--- config.mk ---
export PLATFORM = sky130hd
export DESIGN_NAME = pspm_cfg
export DESIGN_NICKNAME = d
export VERILOG_FILES = /design/src/pspm_pkg.sv /design/src/pspm_cfg.sv
export SDC_FILE = /design/constraint.sdc
export NUM_CORES = 1
export LEC_CHECK = 0
export BUFFER_PORTS_ARGS = -buffer_cell sky130_fd_sc_hd__buf_2
export CORE_ASPECT_RATIO = 1.2
export CORE_UTILIZATION = 55
export DETAILED_ROUTE_END_ITERATION = 8
export PLACE_DENSITY = 0.95
export SLEW_MARGIN = 0
export SYNTH_ARGS = -nofsm -noshare
export SYNTH_HDL_FRONTEND = slang
export SYNTH_SLANG_ARGS = --single-unit
export TNS_END_PERCENT = 20
--- constraint.sdc ---
create_clock -name clk -period 1.95 [get_ports clk]
set_clock_uncertainty 0.05 [all_clocks]
set_input_delay 0.195 -clock clk [delete_from_list [all_inputs] [get_ports clk]]
set_output_delay 0.195 -clock clk [all_outputs]
set_load 0.02 [all_outputs]
--- src/pspm_pkg.sv ---
// Package with shared types, constants and configuration indexes for the pedal mapper.
`timescale 1ns / 1ps
package pspm_pkg;

	localparam int ADC_BITS_DEF = 12;
	localparam int PER_MILLE    = 1000;
	localparam int PERCENT      = 100;
	localparam int CFG_IDX_W    = 3;
	localparam int CFG_DATA_W   = 12;

	typedef enum logic [CFG_IDX_W-1:0] {
		REG_ADC_FULL_SCALE    = 3'd0,
		REG_ACCEL_ERROR_LIMIT = 3'd1,
		REG_ACCEL_MIN         = 3'd2,
		REG_ACCEL_MAX         = 3'd3,
		REG_BRAKE_HALL_MIN    = 3'd4,
		REG_BRAKE_HALL_MAX    = 3'd5,
		REG_BRAKE_ERROR_LIMIT = 3'd6
	} cfg_reg_t;

	// Handshake controls between the pipeline stages.
	typedef struct packed {
		logic valid;
		logic advance;
	} stage_ctl_t;

endpackage

--- src/pspm_cfg.sv ---
// Configuration register file.
`timescale 1ns / 1ps
module pspm_cfg
	import pspm_pkg::*;
#(
	parameter int ADC_BITS = ADC_BITS_DEF
) (
	input  logic                  clk,
	input  logic                  arst_n,
	input  logic                  cfg_we,
	input  logic [CFG_IDX_W-1:0]  cfg_index,
	input  logic [CFG_DATA_W-1:0] cfg_data,
	output logic [ADC_BITS-1:0]   fs,
	output logic [7:0]            accel_lim,
	output logic [ADC_BITS-1:0]   accel_min,
	output logic [ADC_BITS-1:0]   accel_max,
	output logic [ADC_BITS-1:0]   hall_min,
	output logic [ADC_BITS-1:0]   hall_max,
	output logic [7:0]            brake_lim
);

	localparam logic [ADC_BITS-1:0] ALL1 = '1;
	logic [ADC_BITS-1:0] fs_q, amin_q, amax_q, hmin_q, hmax_q;
	logic [7:0]          alim_q, blim_q;
	logic [ADC_BITS-1:0] w;

	// Data is 12 bits; wider converters see zero-extended values.
	always_comb begin
		w = '0;
		for (int i = 0; i < ADC_BITS && i < CFG_DATA_W; i++) w[i] = cfg_data[i];
	end

	always_ff @(posedge clk or negedge arst_n) begin
		if (!arst_n) begin
			fs_q   <= ALL1 & ADC_BITS'(4095);
			alim_q <= 8'd100;
			amin_q <= '0;
			amax_q <= ALL1 & ADC_BITS'(4095);
			hmin_q <= '0;
			hmax_q <= ALL1 & ADC_BITS'(4095);
			blim_q <= 8'd100;
		end else if (cfg_we) begin
			case (cfg_reg_t'(cfg_index))
				REG_ADC_FULL_SCALE:    fs_q   <= w;
				REG_ACCEL_ERROR_LIMIT: alim_q <= cfg_data[7:0];
				REG_ACCEL_MIN:         amin_q <= w;
				REG_ACCEL_MAX:         amax_q <= w;
				REG_BRAKE_HALL_MIN:    hmin_q <= w;
				REG_BRAKE_HALL_MAX:    hmax_q <= w;
				REG_BRAKE_ERROR_LIMIT: blim_q <= cfg_data[7:0];
				default: ;
			endcase
		end
	end

	assign fs        = (fs_q == '0) ? ADC_BITS'(1) : fs_q;
	assign accel_lim = alim_q;
	assign accel_min = amin_q;
	assign accel_max = amax_q;
	assign hall_min  = hmin_q;
	assign hall_max  = hmax_q;
	assign brake_lim = blim_q;

endmodule

Word-level counts from Yosys, hierarchy flattened
Cells that the tools add are included.
- flip-flop bits (word level): 76
- bits of input ports: 18
- output and inout bits: 76
- logic and storage cells: 23
- equal/unequal tests: 6
- muxes and demuxes: 1
- reduce and logical (&&, ||, !) cells: 9
- operators by type and width (cell ; count):
    $reduce_and A2 Y1 ; 7
    $logic_not A12 Y1 ; 1
    $mux W12 ; 1
    $eq A3 B3 Y1 const B ; 3
    $eq A3 B2 Y1 const B ; 2
    $eq A3 B1 Y1 const B ; 1
    $logic_not A3 Y1 ; 1

Longest topological paths before layout
- word-level depth: 2
- mapped depth: 3
- mapped depth without buffers: 2

Worst setup path before layout
OpenSTA, ideal clock, no wires.
- path kind: input to register
- start: in cfg_index[2]
- end: reg amin_q[0] (netlist: accel_min[0])
- setup time: 125 ps
- data arrival time: 985 ps
- data required time: 1775 ps
- slack: 790 ps
- cell stages on the path: 3
- path buffers: 1
- cells stage by stage: and4bb_4 buf_6 mux2_4
- longest elaborated chain between the ends: 2
- ends and longest elaborated chain (item ; RTL line ; RTL):
    start, declared ; pspm_cfg.sv:11 ; input logic [CFG_IDX_W-1:0] cfg_index,
    $eq A3 B2 Y1 ; pspm_cfg.sv:43 ; case (cfg_reg_t'(cfg_index))
    $reduce_and A2 Y1 (no line) ; -- ;
    end signal, assigned ; pspm_cfg.sv:46 ; REG_ACCEL_MIN: amin_q <= w;
    end, declared ; pspm_cfg.sv:23 ; logic [ADC_BITS-1:0] fs_q, amin_q, amax_q, hmin_q, hmax_q;
Every way passes these cells.
A chain may end at the register's enable or synchronous reset.

Worst setup path in the final report
- start: reg fs_q[1]
- end: out fs[0]
- longest elaborated chain between the ends: 2
- ends and longest elaborated chain (item ; RTL line ; RTL):
    start, declared ; pspm_cfg.sv:23 ;
    start signal, assigned ; pspm_cfg.sv:35 ; fs_q <= ALL1 & ADC_BITS'(4095);
    start signal, assigned ; pspm_cfg.sv:44 ; REG_ADC_FULL_SCALE: fs_q <= w;
    $logic_not A12 Y1 ; pspm_cfg.sv:56 ; assign fs = (fs_q == '0) ? ADC_BITS'(1) : fs_q;
    $mux W12 ; pspm_cfg.sv:56 ;
    end, declared ; pspm_cfg.sv:13 ; output logic [ADC_BITS-1:0] fs,
Every way passes these cells.

==> results_dict.tcl <==
set metrics [dict create \
    rsz0062_at_grt "false" \
    areaGrowthSynthToFinish_pct 23.6 \
    power_density_nw_per_um2 1290 \
    final.period_utilization_pct 85.9 \
    cp.arrival_ns 1.43 \
    grt_overflow 0 \
    endpoint_kind "output pin" \
    syn-cell-area_um2 3090 \
    ir_drop_mv 0.862 \
    outcome "finished clean" \
    max_freq_mhz 597 \
    cts_resized 0 \
    clockBufferDepth 2 \
    htreeDepth 3 \
    critPathLaunchType "register" \
    p_leak_nw 1.76 \
    dieArea_um2 5930 \
    syn-num-nets 198 \
    clk_latency_ns 0.34 \
    drive_above_1_share_pct 85.3 \
    syn-mean-instance-area_um2 17.2 \
    p_total_w 0.00493 \
    ios 94 \
    cts_buffers 9 \
    grt_pass1_wl_um 9930 \
    die_w_um 70.4 \
    start_util_pct 58.0 \
    ys_seq_elements 76 \
    synth_seq_area_share_pct 63.2 \
    cap_violations 0 \
    slowest_stage "dfstp_2" \
    synth_flop_cell "dfstp_2" \
    numPortBuffers 93 \
    yosys_warnings 0 \
    grt_max_degree 41 \
    max_stage_delay_ns 0.39 \
    tightest_slew_ns 0.515 \
    antenna_found_initial 0 \
    die_h_um 84.1 \
    num-nets-final 292 \
    slew_headroom_pct 65.7 \
    hold_violations 0 \
    grt_pass1_vias 1866 \
    required_ns 1.70 \
    synth_edf_count 0 \
    num_rows 29 \
    crit_family "flip-flops" \
    yosys.cell_count.top_type "mux2_2" \
    dr.first_iter.drc_count 78 \
    clk_pin_slew_worst_paths_ns 0.09 \
    gp_congestion 0.780 \
    hold_class "in -> reg" \
    synthCells 180 \
    critical_path_class "reg -> out" \
    wl_per_cell_um 18.6 \
    cts_tree "yes" \
    drtAntennaViolNets 0 \
    place_inst 324 \
    dp_hpwl_um 4440 \
    drc 0 \
    diodes 0 \
    clkSinkCount 76 \
    viasPerCell 5.38 \
    crit_fanout 3 \
    fin_crit_ns 1.68 \
    synth_common_cells "64 x mux2_2, 42 x dfstp_2, 34 x dfrtp_1" \
    setup_tns_ns 0 \
    yosysTopAreaCellShare_pct 35.7 \
    crit_buf_inv 1 \
    yosys.area.top_type "dfstp_2" \
    slew_viol_final 0 \
    synth.area.top_cells "dfstp_2 36%, dfrtp_1 28%, mux2_2 23%, mux2_4 5.8%, buf_6 2.2%" \
    firstDrtPassIters 4 \
    routed_wl_um 6360 \
    stdcell_count 341 \
    root_buffer "clkbuf_8" \
    vias 1835 \
    synth_cell_types 14 \
    crit_chain "nor4_1, a31o_2, buf_2" \
    core_um2 5330 \
    synthArstFlopShare_pct 100 \
    setup_viol 0 \
    grt_usage_pct 23.2 \
]
-- repair_timing --
action	4_1_cts	5_1_grt
hold buffers	1	0
setup buffers	0	0
hold endpoints to repair	18	0
-- final cells by class --
cell class | instances | area (um2)
Fill cell | 372 | 1510
Clock buffer | 11 | 141
Tap cell | 62 | 77.6
Clock inverter | 5 | 83.8
Multi-Input combinational cell | 87 | 1030
Timing Repair Buffer | 100 | 536
Sequential cell | 76 | 1950
-- per-layer routing --
layer  global-route usage [%]  wire length (um)  up-vias
met4                     13.8               151        0
met1                     30.8              2760      930
li1                         -                 -      831
met2                     35.4              3190       62
met3                     4.92               258       12
met5                        0                 0        -
-- logic make-up after synthesis --
logic type / share of synthesized area, %
compound gates: 0.283
buf+inv: 3.52
flops: 63.2
mux: 29.1
simple gates: 3.84
-- cells in the final DEF (no fill, tap or decap), types with 2 or more instances in the layout --
master      instances
buf_2              92
dfstp_2            42
nor4_1              2
clkinvlp_4          2
clkbuf_8           10
mux2_2             64
mux2_4             12
and4bb_4            2
nand4b_1            2
bufinv_16           2
dfrtp_1            34
buf_4               6
-- final timing paths --
check | startpoint | slack (ns) | cells after the start | end
min | cfg_data[10] | 0.08 | 2 | accel_min[10]
min reg2reg | hall_min[2] | 0.45 | 1 | hall_min[2]
max in group asynchronous | arst_n | 0.89 | 3 | accel_max[7]
max reg2reg | accel_min[4] | 1.11 | 1 | accel_min[4]
min in group asynchronous | arst_n | 0.30 | 2 | hall_min[3]
max | fs_q[1] | 0.27 | 3 | fs[0]
-- power breakdown --
group          switching (W)  internal, W  leakage, nW  total, W
Clock               0.000584     0.000761        0.106   0.00134
Combinational       0.000766     0.000562        0.804   0.00133
Sequential          0.000189      0.00206        0.849   0.00225
Total                0.00154      0.00339         1.76   0.00493
-- stage by stage --
stage                     setup slack [ns]  hold WS [ns]  instance area [um2]  util, %
final                                0.274        0.0804                 3820     71.6
after global routing                 0.159        0.0898                 3820     71.6
after CTS                            0.210        0.0703                 3820     71.6
after detailed placement             0.509         0.152                 3590     67.2
after global placement               0.549         0.143                 3590     67.2
after floorplan                      0.790        -0.151                 3090        -
-- sequential cells by signal (all words and copies together), names as in the netlist --
register / flops
fs_q: 12
hall_max: 12
accel_max: 12
brake_lim: 8
hall_min: 12
accel_lim: 8
accel_min: 12
No activity file was read; power rests on OpenSTA's default activity.
