==> src/pspm_pkg.sv <==
// Package with shared types, constants and configuration indexes for the pedal mapper.
`timescale 1ns / 1ps
package pspm_pkg;

	localparam int ADC_BITS_DEF = 12;
	localparam int PER_MILLE    = 1000;
	localparam int PERCENT      = 100;
	localparam int CFG_IDX_W    = 3;
	localparam int CFG_DATA_W   = 12;

	typedef enum logic [CFG_IDX_W-1:0] {
		REG_ADC_FULL_SCALE    = 3'd0,
		REG_ACCEL_ERROR_LIMIT = 3'd1,
		REG_ACCEL_MIN         = 3'd2,
		REG_ACCEL_MAX         = 3'd3,
		REG_BRAKE_HALL_MIN    = 3'd4,
		REG_BRAKE_HALL_MAX    = 3'd5,
		REG_BRAKE_ERROR_LIMIT = 3'd6
	} cfg_reg_t;

	// Handshake controls between the pipeline stages.
	typedef struct packed {
		logic valid;
		logic advance;
	} stage_ctl_t;

endpackage

==> src/pspm_div.sv <==
// Pipelined restoring divider, one quotient bit per stage.
`timescale 1ns / 1ps
module pspm_div
	import pspm_pkg::*;
#(
	parameter int NUM_W = 22,
	parameter int DEN_W = 12
) (
	input  logic             clk,
	input  logic             en,
	input  logic [NUM_W-1:0] num,
	input  logic [DEN_W-1:0] den,
	output logic [NUM_W-1:0] quo
);

	logic [NUM_W-1:0] rem_s [NUM_W+1];
	logic [NUM_W-1:0] q_s   [NUM_W+1];
	logic [DEN_W-1:0] d_s   [NUM_W+1];

	assign rem_s[0] = num;
	assign q_s[0]   = '0;
	assign d_s[0]   = den;

	for (genvar k = 0; k < NUM_W; k++) begin : g_bit
		localparam int SH = NUM_W - 1 - k;
		logic [NUM_W+DEN_W-1:0] dsh;
		logic                   ge;
		logic [NUM_W-1:0]       rem_q, qq;
		logic [DEN_W-1:0]       dq;
		assign dsh = {{NUM_W{1'b0}}, d_s[k]} << SH;
		assign ge  = {{DEN_W{1'b0}}, rem_s[k]} >= dsh;
		always_ff @(posedge clk) begin
			if (en) begin
				rem_q <= ge ? rem_s[k] - dsh[NUM_W-1:0] : rem_s[k];
				qq    <= q_s[k] | (NUM_W'(ge) << SH);
				dq    <= d_s[k];
			end
		end
		assign rem_s[k+1] = rem_q;
		assign q_s[k+1]   = qq;
		assign d_s[k+1]   = dq;
	end

	assign quo = q_s[NUM_W];

endmodule

==> config.mk <==
export PLATFORM = sky130hd
export DESIGN_NAME = pspm_div
export DESIGN_NICKNAME = d
export VERILOG_FILES = /design/src/pspm_pkg.sv /design/src/pspm_div.sv
export SDC_FILE = /design/constraint.sdc
export NUM_CORES = 1
export LEC_CHECK = 0
export BUFFER_PORTS_ARGS = -buffer_cell sky130_fd_sc_hd__buf_2
export CORE_MARGIN = 1.5
export CORE_UTILIZATION = 63
export CTS_CLUSTER_SIZE = 24
export DETAILED_ROUTE_END_ITERATION = 7
export PLACE_DENSITY = 0.79
export RECOVER_POWER = 50
export SYNTH_ARGS = -nofsm -noshare
export SYNTH_HDL_FRONTEND = slang
export SYNTH_SLANG_ARGS = --single-unit
==> constraint.sdc <==
create_clock -name clk -period 4.4 [get_ports clk]
set_input_delay 0.88 -clock clk [delete_from_list [all_inputs] [get_ports clk]]
set_output_delay 0.88 -clock clk [all_outputs]
set_load 0.05 [all_outputs]
Word level (Yosys, flattened, before mapping)

Index checks and enable logic that the tools add are counted.

Logic and storage cells: 149
Memory bits (writable): 0
Bits in registers: 1177
Bits in read-only memories: 0
Bits in latches: 0
Output and inout port bits: 22
Bits of input ports: 36
Memories kept: 0

Order comparisons: 22
Shift operators: 0
Bitwise logic cells: 21
Div/mod/pow operators: 0
Equality and inequality tests: 0
Add/subtract/negate cells: 21
Muxes and demuxes: 21
Multipliers: 0
Reduce and logical (&&, ||, !) cells: 0

Operators by type and width:

| cell                                                           | number |
|---|---|
| 22-bit two-way mux                                             | 21 |
| 22-bit subtractor                                              | 12 |
| 22-bit by 33-bit greater-or-equal comparator with 1-bit output | 1 |
| 22-bit by 32-bit greater-or-equal comparator with 1-bit output | 1 |
| 22-bit by 31-bit greater-or-equal comparator with 1-bit output | 1 |
| 22-bit by 30-bit greater-or-equal comparator with 1-bit output | 1 |
| 22-bit by 29-bit greater-or-equal comparator with 1-bit output | 1 |
| 22-bit by 28-bit greater-or-equal comparator with 1-bit output | 1 |
| 22-bit by 27-bit greater-or-equal comparator with 1-bit output | 1 |
| 22-bit by 26-bit greater-or-equal comparator with 1-bit output | 1 |
| 22-bit by 25-bit greater-or-equal comparator with 1-bit output | 1 |
| 22-bit by 24-bit greater-or-equal comparator with 1-bit output | 1 |
| 22-bit by 23-bit greater-or-equal comparator with 1-bit output | 1 |
| 22-bit by 12-bit greater-or-equal comparator with 1-bit output | 1 |
| 22-bit by 13-bit greater-or-equal comparator with 1-bit output | 1 |
| 22-bit by 14-bit greater-or-equal comparator with 1-bit output | 1 |
| 22-bit by 15-bit greater-or-equal comparator with 1-bit output | 1 |
| 22-bit by 16-bit greater-or-equal comparator with 1-bit output | 1 |
| 22-bit by 17-bit greater-or-equal comparator with 1-bit output | 1 |
| 22-bit by 18-bit greater-or-equal comparator with 1-bit output | 1 |
| 22-bit by 19-bit greater-or-equal comparator with 1-bit output | 1 |
| 22-bit by 20-bit greater-or-equal comparator with 1-bit output | 1 |
| 22-bit by 21-bit greater-or-equal comparator with 1-bit output | 1 |
| 22-bit greater-or-equal comparator                             | 1 |
| 30 further kinds                                               | 30 |

Logic depth before layout (Yosys ltp)

Gate-level depths: netlist (run 1).

Depth after elaboration: 2
Depth in mapped cells: 12

Worst setup path before layout (run 1)

No wires, ideal clock.

Path kind: register to register
Start point: register g_bit[16].rem_q[4]
End point: register g_bit[17].rem_q[5], data pin
Period minus slack after synthesis: 3160 ps
Arrival time: 2900 ps
Setup slack: 1240 ps
Stages on the path, launching flop included: 12
Required time: 4140 ps
Cells stage by stage: edfxtp_1 > inv_1 > ha_1 > inv_1 > fa_1 > a211oi_1 > o21bai_1 > a21o_1 > a211o_1 > nor3b_1 > buf_2 > mux2_2

Cells in the longest elaborated chain, start to end: 2

Ends and longest elaborated chain:

| what                                                                                                                                    | line                           | RTL |
|---|---|---|
| start: declaration                                                                                                                      | pspm_div.sv:28                 | `logic [NUM_W-1:0] rem_q, qq;` |
| start signal: assignment                                                                                                                | pspm_div.sv:34                 | `rem_q <= ge ? rem_s[k] - dsh[NUM_W-1:0] : rem_s[k];` |
| 22-bit by 16-bit subtractor with 22-bit output / 22-bit by 16-bit greater-or-equal comparator with 1-bit output (equally long branches) | pspm_div.sv:34, pspm_div.sv:31 |  |
| 22-bit two-way mux (*)                                                                                                                  | pspm_div.sv:34                 |  |
| end signal: assignment                                                                                                                  | pspm_div.sv:34                 |  |
| end: declaration                                                                                                                        | pspm_div.sv:28                 |  |

Mark *: on every way between the ends. The rest lies on a longest branch, timed or not.
A chain may end at the register's enable or synchronous reset.

Worst setup path in the final report (run 1)

Start point: register g_bit[14].rem_q[6]
End point: register g_bit[15].rem_q[11], data pin

Cells in the longest elaborated chain, start to end: 2

Ends and longest elaborated chain:

| what                                                                                                                                    | line |
|---|---|
| start: declaration                                                                                                                      | pspm_div.sv:28 |
| start signal: assignment                                                                                                                | pspm_div.sv:34 |
| 22-bit by 18-bit subtractor with 22-bit output / 22-bit by 18-bit greater-or-equal comparator with 1-bit output (equally long branches) | pspm_div.sv:34, pspm_div.sv:31 |
| 22-bit two-way mux (*)                                                                                                                  | pspm_div.sv:34 |
| end signal: assignment                                                                                                                  | pspm_div.sv:34 |
| end: declaration                                                                                                                        | pspm_div.sv:28 |

Marked as above.

==> flow_summary.ini, run 1 <==
[global_route]
grt_use_total_pct = 22.66
antenna_found_initial = 0
grt_pass1_vias = 22800
grt_max_degree = 129
grt_overflow = 0
grt_pass1_wl_mm = 120.0

[place]
routabilityCongestion = 0.8612
dp_cells = 3716
dp_hpwl_mm = 52.09
portBuffers = 57
place_ws_ps = 881.7

[worst_setup_path]
r2r_cells = 10
cp_data_required_time_ps = 4770
critPathKind = flop to flop
end_kind = flop
start_kind = flop
r2r_setup_slack_ps = 830
crit_arrival_ps = 3940
reg2reg_to = g_bit[15].rem_q[11]$_DFFE_PP_
worstPathMaxFanout = 20
r2r-start = g_bit[14].rem_q[6]$_DFFE_PP_

[finish]
layout_common_cells = edfxtp_1, inv_1, ha_1
utilization_pct = 71.09
final_common_cell = edfxtp_1
instances_no_fill = 3892
final_nets = 3202
layout-drive-gt1-share_pct = 10.63
diodes = 0
area_growth_pct = 11.96

[routing]
antenna_left = 0
vias_per_cell = 5.887
wl_per_cell_um = 19.29
firstDrtPassIters = 6
num_vias = 22910
drtIter0Drc = 1942
remaining_drc_errors = 0
wirelength_mm = 75.07

[min_path]
worstHoldPathType = flop to flop
min-delay-start = g_bit[16].qq[7]$_DFFE_PP_
holdPathStages = 0
hold_path_end = g_bit[17].qq[7]$_DFFE_PP_

[power_and_ir_drop]
powerDensity_nw_per_um2 = 548.7
p_sw_share_pct = 26.43
finalPower_mw = 25.56
seqPwrFrac_pct = 48.0
p_int_mw = 18.80
switchingPower_mw = 6.755
leakagePower_nw = 17.50
peakVddDrop_v = 0.0005272
power_frac_clock_pct = 33.1
pwr-share-comb_pct = 18.9

[sta]
slew_violations = 82
finalHoldViolations = 0
setup_tns_ps = 0
worstMarginPinSlew_ps = 2393
setup_viol = 0
maxSlewHeadroom_pct = -59.56
timing.fmax_mhz = 279.9
fin_crit_ps = 3573
worst_slack_ps = 826.9
skew_ps = 41.79
rsz0062_at_grt = no
post-route-period-util_pct = 81.21

[synth]
synthMuxAreaShare_pct = 2.984
synthCells = 2780
synth_xor_area_share_pct = 3.348
ys_warn_count = 0
synth_seq_cells = 967
avgSynthCellArea_um2 = 14.96
synth_adder_area_share_pct = 6.918
synth_top_family_by_area = simple AND/OR/NAND/NOR gates
syn_area_um2 = 41600
synth_compound_area_share_pct = 6.888
synth_edf_count = 967
synthSimpleGateAreaFrac_pct = 7.351
synth_async_sr_flop_share_pct = 0
synth_flop_cell = edfxtp_1
yosysSeqAreaShare_pct = 69.81
synth_nets = 3034
synthDistinctLibCells = 75

[job]
cap_violations = 2

[status]
status = finished with violations
violations = max-capacitance violations, max-slew violations

[clock_tree]
h-tree-depth = 3
cts_tree = yes
ctsHoldBuffers = 0
cts_root_buf = clkbuf_16
clk_path_buf_depth = 3
cts_buffers = 94
clkTransAtPathRegs_ps = 60
clk_latency_ps = 660
post_cts_buffers = 0
cts_resized = 0
cts_sinks = 967

[floorplan]
pin_count = 58
dieArea_um2 = 67580
dieHeight_um = 260.0
initial_utilization_pct = 63.50
num_rows = 94
die_w_um = 260.0
core_area_um2 = 65510
worst max-delay path, cell delays in order, from the launching register on:
cell and delay [ps]:
edfxtp_1 390, inv_1 70, ha_1 170, inv_1 60, fa_1 430, a211oi_1 270, nor2_1 130, o32ai_2 420
a21oi_1 160, or4_1 820, mux2_2 390
Yosys cell counts, drive strengths merged, types with 11 or more instances:
| master | number | area (um2) |
|---|---|---|
| edfxtp | 967 | 29040 |
| inv | 268 | 1006 |
| ha | 198 | 2477 |
| a21oi | 155 | 775.7 |
| nor2 | 149 | 559.3 |
| nand2 | 91 | 341.6 |
| mux2 | 88 | 991.0 |
| xnor2 | 86 | 753.2 |
| o21ai | 84 | 420.4 |
| xor2 | 73 | 639.4 |
| nor4 | 68 | 446.7 |
| nor3 | 50 | 255.3 |
| a21o | 43 | 322.8 |
| nand3 | 35 | 175.2 |
| nor2b | 34 | 212.7 |
| nand4 | 30 | 187.7 |
| o21a | 30 | 225.2 |
| mux2i | 25 | 250.2 |
| clkbuf | 20 | 75.07 |
| fa | 20 | 400.4 |
| nand2b | 20 | 125.1 |
| o31ai | 18 | 140.1 |
| or3 | 18 | 112.6 |
| a211oi | 17 | 127.6 |
| o211ai | 17 | 127.6 |
| nor4b | 15 | 137.6 |
| a31oi | 13 | 81.33 |
| or4 | 13 | 97.59 |
| o21bai | 11 | 82.58 |
worst max path at each step:
stage | cells after the start | start | to | slack, ps
after CTS | 10 | g_bit[14].rem_q[6]$_DFFE_PP_ | g_bit[15].rem_q[7]$_DFFE_PP_ | 870
after global placement | 10 | g_bit[14].rem_q[6]$_DFFE_PP_ | g_bit[15].rem_q[7]$_DFFE_PP_ | 980
after global routing | 10 | g_bit[14].rem_q[6]$_DFFE_PP_ | g_bit[15].rem_q[7]$_DFFE_PP_ | 590
after floorplan | 11 | g_bit[16].rem_q[4]$_DFFE_PP_ | g_bit[17].rem_q[5]$_DFFE_PP_ | 1240
after detailed placement | 10 | g_bit[14].rem_q[6]$_DFFE_PP_ | g_bit[15].rem_q[7]$_DFFE_PP_ | 880
final | 10 | g_bit[14].rem_q[6]$_DFFE_PP_ | g_bit[15].rem_q[11]$_DFFE_PP_ | 830
state kept, by name (all words and copies together), names as in the netlist:
signal / flops
g_bit.rem_q: 462
g_bit.dq: 252
g_bit.qq: 231
quo: 22
cell type report:
type	instances	area [um2]
Clock buffer	106	2397
Clock inverter	70	925.9
Fill cell	4001	18940
Inverter	268	1006
Multi-Input combinational cell	1516	11450
Sequential cell	967	29040
Tap cell	864	1081
Timing Repair Buffer	101	675.6
stage by stage:
step | hold slack (ps) | cell area [um2]
4_1_cts | 374.4 | 46670
3_3_place_gp | 400.4 | 43350
3_5_place_dp | 404.5 | 43350
2_1_floorplan | 400.3 | 41600
5_1_grt | 391.2 | 46570
6_report | 405.6 | 46570
power by group through the flow:
stage / Combinational, mW / Clock [mW] / Sequential, mW
4_1_cts: 4.79 / 8.62 / 12.3
5_1_grt: 5.34 / 8.97 / 12.4
3_3_place_gp: 4.50 / 0 / 12.4
6_report: 4.82 / 8.47 / 12.3
3_5_place_dp: 4.72 / 0 / 12.4
2_1_floorplan: 3.62 / 0 / 12.2
routing by layer:
metal  up-vias  share of wire [%]  global-route usage [%]
li1      10870                  -                       -
met1     11150                 43                   30.70
met2       749                 49                   37.76
met3       143                6.0                   3.587
met4         0                2.6                   7.574
met5         -                  0                       0
cells by family (layout without fill, tap and decap cells):
group / Yosys count / after routing
flip-flops: 967 / 967
AND/OR/NAND/NOR: 575 / 575
AO/OA/AOI/OAI: 451 / 451
buffers and inverters: 297 / 545
adder cells (fa/ha/maj): 218 / 218
XOR/XNOR: 159 / 159
multiplexers: 113 / 113
No activity file was read; power rests on OpenSTA's default activity.
==> inputs of run 2 (changes only) <==
--- a/config.mk
+++ b/config.mk
@@ -5,12 +5,13 @@
 export SDC_FILE = /design/constraint.sdc
 export NUM_CORES = 1
 export LEC_CHECK = 0
+export ABC_AREA = 1
 export BUFFER_PORTS_ARGS = -buffer_cell sky130_fd_sc_hd__buf_2
 export CORE_MARGIN = 1.5
-export CORE_UTILIZATION = 63
+export CORE_UTILIZATION = 57
 export CTS_CLUSTER_SIZE = 24
 export DETAILED_ROUTE_END_ITERATION = 7
-export PLACE_DENSITY = 0.79
+export PLACE_DENSITY = 0.75
 export RECOVER_POWER = 50
 export SYNTH_ARGS = -nofsm -noshare
 export SYNTH_HDL_FRONTEND = slang
==> constraint.sdc (replaced) <==
create_clock -name clk -period 3.2 [get_ports clk]
set_input_delay 0.64 -clock clk [delete_from_list [all_inputs] [get_ports clk]]
set_output_delay 0.64 -clock clk [all_outputs]
set_load 0.05 [all_outputs]
==> flow_summary.ini, run 2 <==
[status]
status = finished with violations
violations = max-capacitance violations, max-slew violations

[synth]
synth_flop_cell = edfxtp_1
synth_seq_cells = 967
synth_nets = 4388
syn_area_um2 = 45220
synth_edf_count = 967
synth_common_cells = nand2_1, edfxtp_1, inv_1
yosysSeqAreaShare_pct = 64.22
post-synth-top-count-cell = nand2_1
ys_warn_count = 0
synth_async_sr_flop_share_pct = 0
synthCells = 4134
avgSynthCellArea_um2 = 10.94
synthDistinctLibCells = 46
yosysTopAreaCell = edfxtp_1
synth_area_leaders = edfxtp_1, nand2_1, ha_1
synth_top_area_share_pct = 64.22

[clock_tree]
h-tree-depth = 3
clk_latency_ps = 690
ctsHoldBuffers = 0
cts_resized = 0
cts_root_buf = clkbuf_16
cts_tree = yes
cts_sinks = 967
clkTransAtPathRegs_ps = 70
clk_path_buf_depth = 3
post_cts_buffers = 0
cts_buffers = 97

[floorplan]
die_w_um = 284.7
initial_utilization_pct = 57.42
dieArea_um2 = 81030
pin_count = 58
num_rows = 103
core_area_um2 = 78740
dieHeight_um = 284.7

[finish]
final_common_cell = nand2_1
largest_register = g_bit.rem_q
largest_reg_flops = 462
layout-drive-gt1-share_pct = 6.260
layout_common_cells = nand2_1, edfxtp_1, inv_1
final_nets = 4546
top_regs = g_bit.rem_q: 462 flops, g_bit.dq: 252 flops, g_bit.qq: 231 flops
fillers = 6003
utilization_pct = 63.86
area_growth_pct = 11.21
diodes = 0

[power_and_ir_drop]
peakVddDrop_v = 0.0004827
powerDensity_nw_per_um2 = 740.4
leakagePower_nw = 21.08

[worst_setup_path]
cp_data_required_time_ps = 3590
crit_chain = inv_1, ha_1, nand2_1, o21ai_0, a21oi_1, nand3_2, nand2_1, nand2_1
r2r_setup_slack_ps = 480
crit_arrival_ps = 3110
start_kind = flop
cpMostUsedCell = nand2_1
end_kind = flop
worstPathMaxFanout = 22
crit_path_top_delay_cell = edfxtp_1
critPathKind = flop to flop
crit_path_max_incr_delay_ps = 560

[place]
dp_hpwl_mm = 67.94
routabilityCongestion = 0.9066
portBuffers = 57

[global_route]
grt_max_degree = 126
grt_pass1_wl_mm = 147.3
grt_use_total_pct = 22.95
antenna_found_initial = 1
grt_pass1_vias = 28290
grt_overflow = 0

[routing]
num_vias = 28800
antenna_left = 0
wirelength_mm = 92.15
drtIter0Drc = 2134
firstDrtPassIters = 5
wl_per_cell_um = 16.98
remaining_drc_errors = 0
vias_per_cell = 5.308

[sta]
fin_crit_ps = 2720
setup_tns_ps = 0
worstMarginPinSlew_ps = 2149
finalHoldViolations = 0
timing.fmax_mhz = 367.6
slew_violations = 28
setup_viol = 0
skew_ps = 68.27
maxSlewHeadroom_pct = -43.25
post-route-period-util_pct = 85.01
rsz0062_at_grt = no

[job]
cap_violations = 1

[min_path]
worstHoldPathType = input port to flop
-- run 2: where the power goes --
group	leakage [nW]	switching, mW	internal, mW
sequential	9.42	1.06	15.9
clock	1.61	4.95	6.70
combinational	10.0	5.60	3.00
-- run 2: worst paths after layout --
| check | cells after the start | start | to |
|---|---|---|---|
| max | 8 | g_bit[11].dq[11]$_DFFE_PP_ | g_bit[12].rem_q[17]$_DFFE_PP_ |
| min reg2reg | 0 | g_bit[11].qq[14]$_DFFE_PP_ | g_bit[12].qq[14]$_DFFE_PP_ |
| max reg2reg | 8 | g_bit[11].dq[11]$_DFFE_PP_ | g_bit[12].rem_q[17]$_DFFE_PP_ |
| min | 1 | num[7] | g_bit[0].rem_q[7]$_DFFE_PP_ |
-- run 2: logic make-up after synthesis --
family	after synthesis	synth area share, %
fa+ha+maj	218	6.364
xor+xnor	118	2.286
buf+inv	616	5.457
flops	967	64.22
compound gates	316	3.846
simple gates	1899	17.83
-- run 2: layer usage --
metal  GRT usage [%]  up-vias  share of wire (%)
met2           41.02      692                 51
met3           2.721      167                4.1
met5               0        -             0.0076
li1                -    14360                  -
met1           28.92    13590                 42
met4           7.713        2                3.0
-- run 2: layout make-up --
| type | instances | area, um2 | area share, % |
|---|---|---|---|
| clock buffer | 108 | 2469 | 4.909 |
| clock inverter | 76 | 873.3 | 1.737 |
| inverter | 590 | 2215 | 4.404 |
| multi-input combinational | 2551 | 13710 | 27.27 |
| sequential | 967 | 29040 | 57.74 |
| tap | 1050 | 1314 | 2.612 |
| timing repair buffer | 85 | 668.1 | 1.329 |
-- run 2: stage by stage --
stage	hold slack, ps	worst slack, ps	cell area [um2]	total power [mW]	std cells
final	130.2	479.6	50290	37.23	5427
after global routing	111.8	307.1	50290	39.25	5427
after CTS	100.8	477.8	50350	37.41	5427
after detailed placement	404.5	441.4	47010	25.71	5243
after global placement	400.6	483.3	47010	25.61	5243
after floorplan	400.3	1072	45220	23.10	4134
-- run 2: worst max-delay path, delay by kind of cell, from the launching register on --
kind	cells	cell delay (ps)
and+or+nand+nor	4	1020
buffers and inverters	1	90
adders and majority gates	1	350
AOI/OAI and AO/OA	2	410
DFF	1	560
